--- config.mk ---
export PLATFORM = sky130hd
export DESIGN_NAME = radix_limb_digit_shift_unit_flat
export DESIGN_NICKNAME = d
export VERILOG_FILES = /design/src/rtl/rlds_pkg.sv /design/src/rtl/rlds_channels.sv /design/src/rtl/rlds_ctrl.sv /design/src/rtl/rlds_dpath.sv /design/src/rtl/radix_limb_digit_shift_unit.sv /design/src/flat_wrapper.sv
export SDC_FILE = /design/constraint.sdc
export NUM_CORES = 2
export LEC_CHECK = 0
export BUFFER_PORTS_ARGS = -buffer_cell sky130_fd_sc_hd__buf_2
export CORE_ASPECT_RATIO = 0.5
export CORE_MARGIN = 4
export CORE_UTILIZATION = 52
export CTS_BUF_LIST = sky130_fd_sc_hd__clkbuf_8
export DETAILED_ROUTE_END_ITERATION = 10
export PLACE_DENSITY = 0.67
export SLEW_MARGIN = 0
export SYNTH_ARGS = -nofsm -noshare
export SYNTH_HDL_FRONTEND = slang
export SYNTH_SLANG_ARGS = --single-unit
export TNS_END_PERCENT = 10
--- constraint.sdc ---
create_clock -name clock -period 13.55 [get_ports clock]
set_clock_uncertainty 0.05 [all_clocks]
set_input_delay 0.6775 -clock clock [delete_from_list [all_inputs] [get_ports clock]]
set_output_delay 0.6775 -clock clock [all_outputs]
set_load 0.005 [all_outputs]
--- src/rtl/rlds_pkg.sv ---
`timescale 1ns / 1ps
// ----------------------------------------------------------------------------
// Radix limb digit shift package
// Shared types and constants for the controller and the datapath.
// ----------------------------------------------------------------------------
package rlds_pkg;

   // multiplier digit retired per cycle
   localparam int unsigned MUL_DIGIT_BITS = 4;

   localparam int unsigned CSR_INDEX_BITS = 2;

   localparam logic [CSR_INDEX_BITS-1:0] CSR_DIRECTION  = 2'd0;
   localparam logic [CSR_INDEX_BITS-1:0] CSR_SCALE_LOW  = 2'd1;
   localparam logic [CSR_INDEX_BITS-1:0] CSR_SCALE_HIGH = 2'd2;

   typedef enum logic [6:0] {
      ST_IDLE = 7'b0000001,
      ST_DIV  = 7'b0000010,
      ST_MLOAD = 7'b0000100,
      ST_MUL  = 7'b0001000,
      ST_SAVE = 7'b0010000,
      ST_MUL2 = 7'b0100000,
      ST_DONE = 7'b1000000
   } state_type;

   typedef struct packed {
      logic load;
      logic div_step;
      logic mul_load_first;
      logic mul_load_second;
      logic mul_step;
      logic save_res;
      logic commit;
   } cmd_type;

   typedef struct packed {
      logic dir_right;
      logic last;
      logic out_busy;
   } status_type;

endpackage

--- src/rtl/rlds_channels.sv ---
`timescale 1ns / 1ps
// ----------------------------------------------------------------------------
// Radix limb digit shift channels
// Request, response and register write channels with valid/ready.
// ----------------------------------------------------------------------------
interface rlds_req_if #(
   parameter int unsigned LIMB_BITS = 64
) ();
   logic                 valid;
   logic                 ready;
   logic [LIMB_BITS-1:0] limb_value;
   logic                 last_limb;

   modport source (output valid, limb_value, last_limb, input ready);
   modport sink   (input valid, limb_value, last_limb, output ready);
endinterface

interface rlds_rsp_if #(
   parameter int unsigned LIMB_BITS = 64
) ();
   logic                 valid;
   logic                 ready;
   logic [LIMB_BITS-1:0] result_limb;
   logic [LIMB_BITS-1:0] carry_out;
   logic                 is_last;

   modport source (output valid, result_limb, carry_out, is_last, input ready);
   modport sink   (input valid, result_limb, carry_out, is_last, output ready);
endinterface

interface rlds_csr_if #(
   parameter int unsigned LIMB_BITS = 64
) ();
   logic                                valid;
   logic                                ready;
   logic [rlds_pkg::CSR_INDEX_BITS-1:0] index;
   logic [LIMB_BITS-1:0]                data;

   modport source (output valid, index, data, input ready);
   modport sink   (input valid, index, data, output ready);
endinterface

--- src/rtl/rlds_ctrl.sv ---
`timescale 1ns / 1ps
// ----------------------------------------------------------------------------
// Radix limb digit shift controller
// Sequences divide, multiply and commit steps for one request at a time.
// ----------------------------------------------------------------------------
module rlds_ctrl #(
   parameter int unsigned LIMB_BITS = 64
) (
   input  logic                 clock,
   input  logic                 reset,
   input  logic                 req_valid,
   output logic                 req_ready,
   output rlds_pkg::cmd_type    cmd,
   input  rlds_pkg::status_type status
);
   import rlds_pkg::*;

   localparam int unsigned CNT_BITS  = $clog2(LIMB_BITS);
   localparam int unsigned MUL_STEPS = (LIMB_BITS + MUL_DIGIT_BITS - 1) / MUL_DIGIT_BITS;
   localparam logic [CNT_BITS-1:0] DIV_LAST = CNT_BITS'(LIMB_BITS - 1);
   localparam logic [CNT_BITS-1:0] MUL_LAST = CNT_BITS'(MUL_STEPS - 1);

   state_type           state_ff, state_in;
   logic [CNT_BITS-1:0] cnt_ff, cnt_in;

   always_comb begin
      state_in  = state_ff;
      cnt_in    = cnt_ff;
      cmd       = '0;
      req_ready = 1'b0;
      unique case (state_ff)
         ST_IDLE: begin
            req_ready = 1'b1;
            if (req_valid) begin
               cmd.load = 1'b1;
               cnt_in   = '0;
               state_in = ST_DIV;
            end
         end
         ST_DIV: begin
            cmd.div_step = 1'b1;
            if (cnt_ff == DIV_LAST) begin
               cnt_in   = '0;
               state_in = ST_MLOAD;
            end else begin
               cnt_in = cnt_ff + 1'b1;
            end
         end
         ST_MLOAD: begin
            cmd.mul_load_first = 1'b1;
            state_in           = ST_MUL;
         end
         ST_MUL: begin
            cmd.mul_step = 1'b1;
            if (cnt_ff == MUL_LAST) begin
               cnt_in   = '0;
               state_in = ST_SAVE;
            end else begin
               cnt_in = cnt_ff + 1'b1;
            end
         end
         ST_SAVE: begin
            cmd.save_res = 1'b1;
            // shifted-out value of a right shift needs a second product
            if (status.dir_right && status.last) begin
               cmd.mul_load_second = 1'b1;
               state_in            = ST_MUL2;
            end else begin
               state_in = ST_DONE;
            end
         end
         ST_MUL2: begin
            cmd.mul_step = 1'b1;
            if (cnt_ff == MUL_LAST) begin
               cnt_in   = '0;
               state_in = ST_DONE;
            end else begin
               cnt_in = cnt_ff + 1'b1;
            end
         end
         ST_DONE: begin
            if (!status.out_busy) begin
               cmd.commit = 1'b1;
               state_in   = ST_IDLE;
            end
         end
         default: begin
            state_in = ST_IDLE;
         end
      endcase
   end

   always_ff @(posedge clock) begin
      if (reset) begin
         state_ff <= ST_IDLE;
         cnt_ff   <= '0;
      end else begin
         state_ff <= state_in;
         cnt_ff   <= cnt_in;
      end
   end

endmodule

--- src/rtl/rlds_dpath.sv ---
`timescale 1ns / 1ps
// ----------------------------------------------------------------------------
// Radix limb digit shift datapath
// Registers, restoring divider, digit-serial multiplier and output stage.
// ----------------------------------------------------------------------------
module rlds_dpath #(
   parameter int unsigned LIMB_BITS = 64
) (
   input  logic                                clock,
   input  logic                                reset,
   input  logic [LIMB_BITS-1:0]                limb_value,
   input  logic                                last_limb,
   input  logic                                csr_write,
   input  logic [rlds_pkg::CSR_INDEX_BITS-1:0] csr_index,
   input  logic [LIMB_BITS-1:0]                csr_data,
   input  rlds_pkg::cmd_type                   cmd,
   output rlds_pkg::status_type                status,
   input  logic                                rsp_ready,
   output logic                                rsp_valid,
   output logic [LIMB_BITS-1:0]                result_limb,
   output logic [LIMB_BITS-1:0]                carry_out,
   output logic                                is_last
);
   import rlds_pkg::*;

   localparam int unsigned D = MUL_DIGIT_BITS;

   // configuration and carried state
   logic                 dir_ff;
   logic [LIMB_BITS-1:0] scale_low_ff;
   logic [LIMB_BITS-1:0] scale_high_ff;
   logic [LIMB_BITS-1:0] carry_ff, carry_in;
   logic                 rsp_valid_ff;

   // working registers
   logic [LIMB_BITS-1:0] quo_ff, quo_in;
   logic [LIMB_BITS-1:0] rem_ff, rem_in;
   logic [LIMB_BITS-1:0] den_ff;
   logic [LIMB_BITS-1:0] acc_ff, acc_in;
   logic [LIMB_BITS-1:0] mcand_ff, mcand_in;
   logic [LIMB_BITS-1:0] mplier_ff, mplier_in;
   logic [LIMB_BITS-1:0] res_ff;
   logic                 last_ff;
   logic [LIMB_BITS-1:0] result_ff, cout_ff, cout_in;
   logic                 is_last_ff;

   logic [LIMB_BITS:0]     trial;
   logic                   fits;
   logic [LIMB_BITS:0]     diff;
   logic [LIMB_BITS+D-1:0] partial;

   // one restoring step: shift in the next numerator bit, subtract if it fits
   assign trial = {rem_ff, quo_ff[LIMB_BITS-1]};
   assign diff  = trial - {1'b0, den_ff};
   assign fits  = trial >= {1'b0, den_ff};

   // one multiplier digit against the shifted multiplicand, wrapped to the limb
   assign partial = {{D{1'b0}}, mcand_ff} * {{LIMB_BITS{1'b0}}, mplier_ff[D-1:0]};

   always_comb begin
      quo_in    = quo_ff;
      rem_in    = rem_ff;
      acc_in    = acc_ff;
      mcand_in  = mcand_ff;
      mplier_in = mplier_ff;
      if (cmd.load) begin
         quo_in = limb_value;
         rem_in = '0;
      end else if (cmd.div_step) begin
         quo_in = {quo_ff[LIMB_BITS-2:0], fits};
         rem_in = fits ? diff[LIMB_BITS-1:0] : trial[LIMB_BITS-1:0];
      end
      if (cmd.mul_load_first) begin
         if (dir_ff) begin
            acc_in    = quo_ff;
            mcand_in  = scale_high_ff;
            mplier_in = carry_ff;
         end else begin
            acc_in    = carry_ff;
            mcand_in  = scale_low_ff;
            mplier_in = rem_ff;
         end
      end else if (cmd.mul_load_second) begin
         acc_in    = '0;
         mcand_in  = scale_high_ff;
         mplier_in = rem_ff;
      end else if (cmd.mul_step) begin
         acc_in    = acc_ff + partial[LIMB_BITS-1:0];
         mcand_in  = mcand_ff << D;
         mplier_in = mplier_ff >> D;
      end
   end

   // new carry and shifted-out value once the request is done
   always_comb begin
      carry_in = dir_ff ? rem_ff : quo_ff;
      cout_in  = dir_ff ? acc_ff : quo_ff;
      if (last_ff) begin
         carry_in = '0;
      end else begin
         cout_in = '0;
      end
   end

   always_ff @(posedge clock) begin
      if (reset) begin
         dir_ff        <= 1'b0;
         scale_low_ff  <= LIMB_BITS'(1);
         scale_high_ff <= LIMB_BITS'(1);
         carry_ff      <= '0;
         rsp_valid_ff  <= 1'b0;
      end else begin
         if (csr_write) begin
            case (csr_index)
               CSR_DIRECTION:  dir_ff        <= csr_data[0];
               CSR_SCALE_LOW:  scale_low_ff  <= csr_data;
               CSR_SCALE_HIGH: scale_high_ff <= csr_data;
               default: begin
               end
            endcase
         end
         if (cmd.commit) begin
            carry_ff     <= carry_in;
            rsp_valid_ff <= 1'b1;
         end else if (rsp_ready) begin
            rsp_valid_ff <= 1'b0;
         end
      end
   end

   always_ff @(posedge clock) begin
      quo_ff    <= quo_in;
      rem_ff    <= rem_in;
      acc_ff    <= acc_in;
      mcand_ff  <= mcand_in;
      mplier_ff <= mplier_in;
      if (cmd.load) begin
         den_ff  <= dir_ff ? scale_low_ff : scale_high_ff;
         last_ff <= last_limb;
      end
      if (cmd.save_res) begin
         res_ff <= acc_ff;
      end
      if (cmd.commit) begin
         result_ff  <= res_ff;
         cout_ff    <= cout_in;
         is_last_ff <= last_ff;
      end
   end

   assign status.dir_right = dir_ff;
   assign status.last      = last_ff;
   assign status.out_busy  = rsp_valid_ff && !rsp_ready;

   assign rsp_valid   = rsp_valid_ff;
   assign result_limb = result_ff;
   assign carry_out   = cout_ff;
   assign is_last     = is_last_ff;

endmodule

--- src/rtl/radix_limb_digit_shift_unit.sv ---
`timescale 1ns / 1ps
// ----------------------------------------------------------------------------
// Radix limb digit shift unit
// Shifts a multi-limb number in radix b^k limbs by e base-b digits.
// ----------------------------------------------------------------------------
// The unit works on one request at a time. Each request runs a restoring
// divider that retires one quotient bit per cycle, then a multiply-accumulate
// that retires a 4-bit multiplier digit per cycle, plus the accept, operand
// load, save and commit steps. The final limb of a right shift takes one more
// multiply pass for the shifted-out value. The divider is the pacing unit.
// A finished response sits in an output register, so the next request is
// taken while the sink still stalls.
// Registers are written through the csr channel, which is always ready:
// index 0 selects the direction (0 toward more significant digits, limbs
// least significant first; 1 toward less significant, limbs most significant
// first), index 1 is b^e, index 2 is b^(k-e); index 3 is ignored. Write them
// only while the unit is idle. A zero divisor yields an all-ones quotient and
// leaves the limb as remainder.
// ----------------------------------------------------------------------------
module radix_limb_digit_shift_unit #(
   parameter int unsigned LIMB_BITS = 64
) (
   input logic        clock,
   input logic        reset,
   rlds_req_if.sink   req_ch,
   rlds_rsp_if.source rsp_ch,
   rlds_csr_if.sink   csr_ch
);
   import rlds_pkg::*;

   cmd_type    cmd;
   status_type status;

   // register writes never stall
   assign csr_ch.ready = 1'b1;

   // sequence the divide, multiply and commit steps
   rlds_ctrl #(
      .LIMB_BITS (LIMB_BITS)
   ) u_ctrl (
      .clock     (clock),
      .reset     (reset),
      .req_valid (req_ch.valid),
      .req_ready (req_ch.ready),
      .cmd       (cmd),
      .status    (status)
   );

   // hold configuration, running carry, arithmetic and the response register
   rlds_dpath #(
      .LIMB_BITS (LIMB_BITS)
   ) u_dpath (
      .clock       (clock),
      .reset       (reset),
      .limb_value  (req_ch.limb_value),
      .last_limb   (req_ch.last_limb),
      .csr_write   (csr_ch.valid),
      .csr_index   (csr_ch.index),
      .csr_data    (csr_ch.data),
      .cmd         (cmd),
      .status      (status),
      .rsp_ready   (rsp_ch.ready),
      .rsp_valid   (rsp_ch.valid),
      .result_limb (rsp_ch.result_limb),
      .carry_out   (rsp_ch.carry_out),
      .is_last     (rsp_ch.is_last)
   );

endmodule

--- src/flat_wrapper.sv ---
// flat-port wrapper written by rule: the top's interface ports become plain ports
module radix_limb_digit_shift_unit_flat import rlds_pkg::*;
#(
   parameter int unsigned LIMB_BITS = 64
)
  (clock, reset, req_ch_valid, req_ch_limb_value, req_ch_last_limb, req_ch_ready, rsp_ch_valid, rsp_ch_result_limb, rsp_ch_carry_out, rsp_ch_is_last, rsp_ch_ready, csr_ch_valid, csr_ch_index, csr_ch_data, csr_ch_ready);
  rlds_req_if #(.LIMB_BITS(LIMB_BITS)) req_ch_i ();
  rlds_rsp_if #(.LIMB_BITS(LIMB_BITS)) rsp_ch_i ();
  rlds_csr_if #(.LIMB_BITS(LIMB_BITS)) csr_ch_i ();
  input logic clock;
  input logic reset;
  input wire logic [$bits(req_ch_i.valid)-1:0] req_ch_valid;
  input wire logic [$bits(req_ch_i.limb_value)-1:0] req_ch_limb_value;
  input wire logic [$bits(req_ch_i.last_limb)-1:0] req_ch_last_limb;
  output wire logic [$bits(req_ch_i.ready)-1:0] req_ch_ready;
  output wire logic [$bits(rsp_ch_i.valid)-1:0] rsp_ch_valid;
  output wire logic [$bits(rsp_ch_i.result_limb)-1:0] rsp_ch_result_limb;
  output wire logic [$bits(rsp_ch_i.carry_out)-1:0] rsp_ch_carry_out;
  output wire logic [$bits(rsp_ch_i.is_last)-1:0] rsp_ch_is_last;
  input wire logic [$bits(rsp_ch_i.ready)-1:0] rsp_ch_ready;
  input wire logic [$bits(csr_ch_i.valid)-1:0] csr_ch_valid;
  input wire logic [$bits(csr_ch_i.index)-1:0] csr_ch_index;
  input wire logic [$bits(csr_ch_i.data)-1:0] csr_ch_data;
  output wire logic [$bits(csr_ch_i.ready)-1:0] csr_ch_ready;
  assign req_ch_i.valid = req_ch_valid;
  assign req_ch_i.limb_value = req_ch_limb_value;
  assign req_ch_i.last_limb = req_ch_last_limb;
  assign req_ch_ready = req_ch_i.ready;
  assign rsp_ch_valid = rsp_ch_i.valid;
  assign rsp_ch_result_limb = rsp_ch_i.result_limb;
  assign rsp_ch_carry_out = rsp_ch_i.carry_out;
  assign rsp_ch_is_last = rsp_ch_i.is_last;
  assign rsp_ch_i.ready = rsp_ch_ready;
  assign csr_ch_i.valid = csr_ch_valid;
  assign csr_ch_i.index = csr_ch_index;
  assign csr_ch_i.data = csr_ch_data;
  assign csr_ch_ready = csr_ch_i.ready;
  radix_limb_digit_shift_unit #(.LIMB_BITS(LIMB_BITS)) u_core (.clock(clock), .reset(reset), .req_ch(req_ch_i), .rsp_ch(rsp_ch_i), .csr_ch(csr_ch_i));
endmodule
==> run_results.csv <==
group,metric,value,unit
clock_network,cts_tree,"built",
logic_synthesis,synth_edf_count,514,
setup_path,cp.required,14.09,ns
die,coreArea,87010,µm²
global_routing,overflow,0,
setup_path,critPathLaunchType,"register",
clock_network,clkLatencyLatePin,0.88,ns
logic_synthesis,ys_types,93,
drt,routedWlPerCell,26.21,µm
clock_network,postCtsHoldBufs,62,
clock_network,cts_buffer_depth,3,
clock_network,cts_sinks,785,
sta,finalCritPeriodShare,0.5204,
global_routing,antenna_found_initial,12,
setup_path,crit_top_cell,"fa_1",
die,die_width,429.3,µm
drt,route.detailed.drc,0,
cells_and_area,layout.nets,5440,
clock_network,cts_root_buffer,"clkbuf_8",
logic_synthesis,syn_nets,5225,
sta,slew_headroom,0.1857,
logic_synthesis,synth.avg_cell_area,9.669,µm²
die,die_height,218.7,µm
cells_and_area,area_delta_synth_final,10.96,%
drt,drtIter0Drc,4569,
placed_design,placed_area,48290,µm²
die,num_io_pins,268,
clock_network,clk_pin_slew,0.09,ns
setup_path,crit_path_max_incr_delay,1.06,ns
sta,final_hold_viol_count,0,
sta,rsz0062_at_grt,"false",
cells_and_area,register_area,20860,µm²
hold_path,min_path_type,"in -> reg",
setup_path,critPathTopFamily,"adder cells",
logic_synthesis,synth_ff_type,"edfxtp_1",
logic_synthesis,ys_seq_area_frac,0.4519,
logic_synthesis,synth_cells,4774,
placed_design,place_ws,6.700,ns
sta,setup_violations,0,
sta,tns,0,ns
die,placementRows,76,
placed_design,portBuffers,266,
setup_path,crit_buf_inv,3,
setup_path,end_kind,"register",
power_and_ir_drop,p_leak,21.08,nW
run_status,status,"complete, no violations",
setup_path,cp_slowest_cell,"edfxtp_1",
setup_path,crit_type,"reg -> reg",
drt,dr.pass1.iters,5,
cells_and_area,drive_gt1_frac,0.1164,
sta,fmax,141.8,MHz
cells_and_area,stdcell_area,51220,µm²
clock_network,cts.repair.resized,0,
setup_path,cp_data_arrival_time,7.59,ns
power_and_ir_drop,powerDensity,103.7,nW/µm²
die,start_util,0.5305,
logic_synthesis,yosysWarnings,0,
clock_network,post-cts-setup-buffer-count,0,
power_and_ir_drop,power.total,0.005313,W
die,die_area,93880,µm²
sta,period_minus_slack,7.051,ns
setup_path,crit_chain,"buf_4 > and2_1 > fa_1 > fa_1 > inv_1 > fa_1 > inv_1 > ha_1 > and4_1 > nand3_1 > o211ai_2 > o21ai_1 > a21oi_1 > nor3b_2 > o211ai_1 > a311oi_1 > xor2_1 > o22ai_1",
power_and_ir_drop,ir_drop,82.73,µV
logic_synthesis,ys_ff_latch,785,
sta,slew_viol_final,0,
logic_synthesis,syn_area,46160,µm²
setup_path,cp_max_fo,34,
logic_synthesis,synthArstFlopShare,0,
placed_design,dpl.hpwl,119.2,mm
cells_and_area,multi_input_area,22700,µm²
global_routing,grt_pass1_wl,239.4,mm
drt,vias_per_cell,6.022,
flow_run,cap_viol_max_count,0,
placed_design,globalplace.congestion,0.9856,
drt,vias,37680,
cells_and_area,final_util,0.5886,
drt,wl,164.0,mm
drt,antenna_left,0,
sta,setup_slack,6.499,ns
global_routing,grt_pass1_vias,35520,
clock_network,numCtsBuffers,109,
sta,tightestPinTransition,1.221,ns
global_routing,grt_max_degree,102,
clock_network,htree_num_levels,3,
global_routing,grt_usage,0.3460,
cells_and_area,n_fill_cell,7577,
-- cell families after synthesis --
kind of cell             after synthesis  synth area share
flip-flops                           785            0.4519
AO/OA/AOI/OAI                        991            0.1311
AND/OR/NAND/NOR                     1617            0.1617
multiplexers                         267           0.05980
adder cells (fa/ha/maj)              315            0.1151
buffers and inverters                681           0.05812
XOR/XNOR                             117           0.02220
other                                  1        0.00008124
-- synthesized netlist by cell type (all sizes together) (14+ instances only) --
cell type | instances | area, µm²
a21oi | 398 | 1992
fa | 183 | 3664
xnor2 | 72 | 630.6
inv | 403 | 1513
buf | 46 | 242.7
nor3 | 93 | 465.5
nand2b | 15 | 93.84
o22ai | 173 | 1082
nand3 | 46 | 240.2
ha | 132 | 1652
nand2 | 620 | 2327
o21ai | 144 | 724.4
clkbuf | 231 | 917.1
o211ai | 17 | 137.6
nand4 | 47 | 294.0
dfxtp | 271 | 5425
a22o | 17 | 148.9
a31oi | 15 | 100.1
mux2i | 197 | 1972
and2 | 243 | 1520
nor2 | 413 | 1550
nor2b | 72 | 450.4
a21o | 81 | 609.3
mux2 | 70 | 788.3
xor2 | 45 | 394.1
o21a | 17 | 128.9
a32oi | 14 | 122.6
o21bai | 30 | 225.2
edfxtp | 514 | 15430
-- cell usage in the layout, fill, tap and decap left out, types with 62 or more instances in the layout --
cell,instances
edfxtp_1,514
nor2_1,410
inv_1,447
dfxtp_1,270
o22ai_1,173
buf_2,265
nor2b_1,72
mux2_2,70
a21oi_1,397
mux2i_1,197
xnor2_1,72
fa_1,183
ha_1,132
nand2_1,616
a21o_1,80
clkbuf_8,126
o21ai_0,134
nor3_1,93
dlygate4sd3_1,62
and2_1,243
-- per-stage QoR --
stage	cells	hold WS (ns)
finish	6257	0.05287
global route	6256	0.01804
CTS	6255	0.0007705
detailed placement	5986	0.3545
global placement	5986	0.3500
floorplan	4774	0.3503
-- layer usage --
| metal | wire [µm] | share of wire | track usage | vias to the layer above |
|---|---|---|---|---|
| li1 | - | - | - | 16880 |
| met1 | 75150 | 0.46 | 0.5334 | 18730 |
| met2 | 61160 | 0.37 | 0.4409 | 1901 |
| met3 | 25340 | 0.15 | 0.1566 | 165 |
| met4 | 2330 | 0.014 | 0.05954 | 2 |
| met5 | 12 | 0.000073 | 0 | - |
-- area by class of cell --
class | count | share of cell area
antenna | 2 | 0.00009772
multi-input combinational | 3308 | 0.4433
clock inverter | 81 | 0.01102
timing repair buffer | 382 | 0.04615
sequential | 785 | 0.4074
tap | 1170 | 0.02858
inverter | 403 | 0.02968
clock buffer | 126 | 0.03386
-- registers in the layout, indices dropped and copies added (netlist names), 6 cells and up --
signal and count:
u_core.u_dpath.acc_ff 64, u_core.u_dpath.carry_ff 64, u_core.u_dpath.carry_out 64, u_core.u_dpath.den_ff 64
u_core.u_dpath.mcand_ff 64, u_core.u_dpath.mplier_ff 64, u_core.u_dpath.quo_ff 64, u_core.u_dpath.rem_ff 64
u_core.u_dpath.res_ff 64, u_core.u_dpath.result_limb 64, u_core.u_dpath.scale_high_ff 64, u_core.u_dpath.scale_low_ff 64
u_core.u_ctrl.state_ff 7, u_core.u_ctrl.cnt_ff 6
-- power by group --
part / internal, W / leakage, nW / switching (W)
Combinational: 0.000214 / 12.8 / 0.000406
Sequential: 0.00264 / 6.92 / 0.0000802
Clock: 0.000976 / 1.35 / 0.000999
Total: 0.00383 / 21.1 / 0.00148
-- worst min-delay path, cell delays in order --
cell	delay, ns
buf_2	0.10
nand2_1	0.05
a21oi_1	0.05
-- worst paths after layout --
| path | endpoint | slack [ns] | cells after the start | from |
|---|---|---|---|---|
| min | u_core.u_dpath.scale_high_ff[38] | 0.05 | 3 | csr_ch_data[38] |
| min reg2reg | u_core.u_dpath.result_limb[11] | 0.37 | 0 | u_core.u_dpath.res_ff[11] |
| max | u_core.u_dpath.acc_ff[54] | 6.50 | 18 | u_core.u_dpath.mplier_ff[1] |
| max reg2reg | u_core.u_dpath.acc_ff[54] | 6.50 | 18 | u_core.u_dpath.mplier_ff[1] |
(Power assumes the default switching activity.)
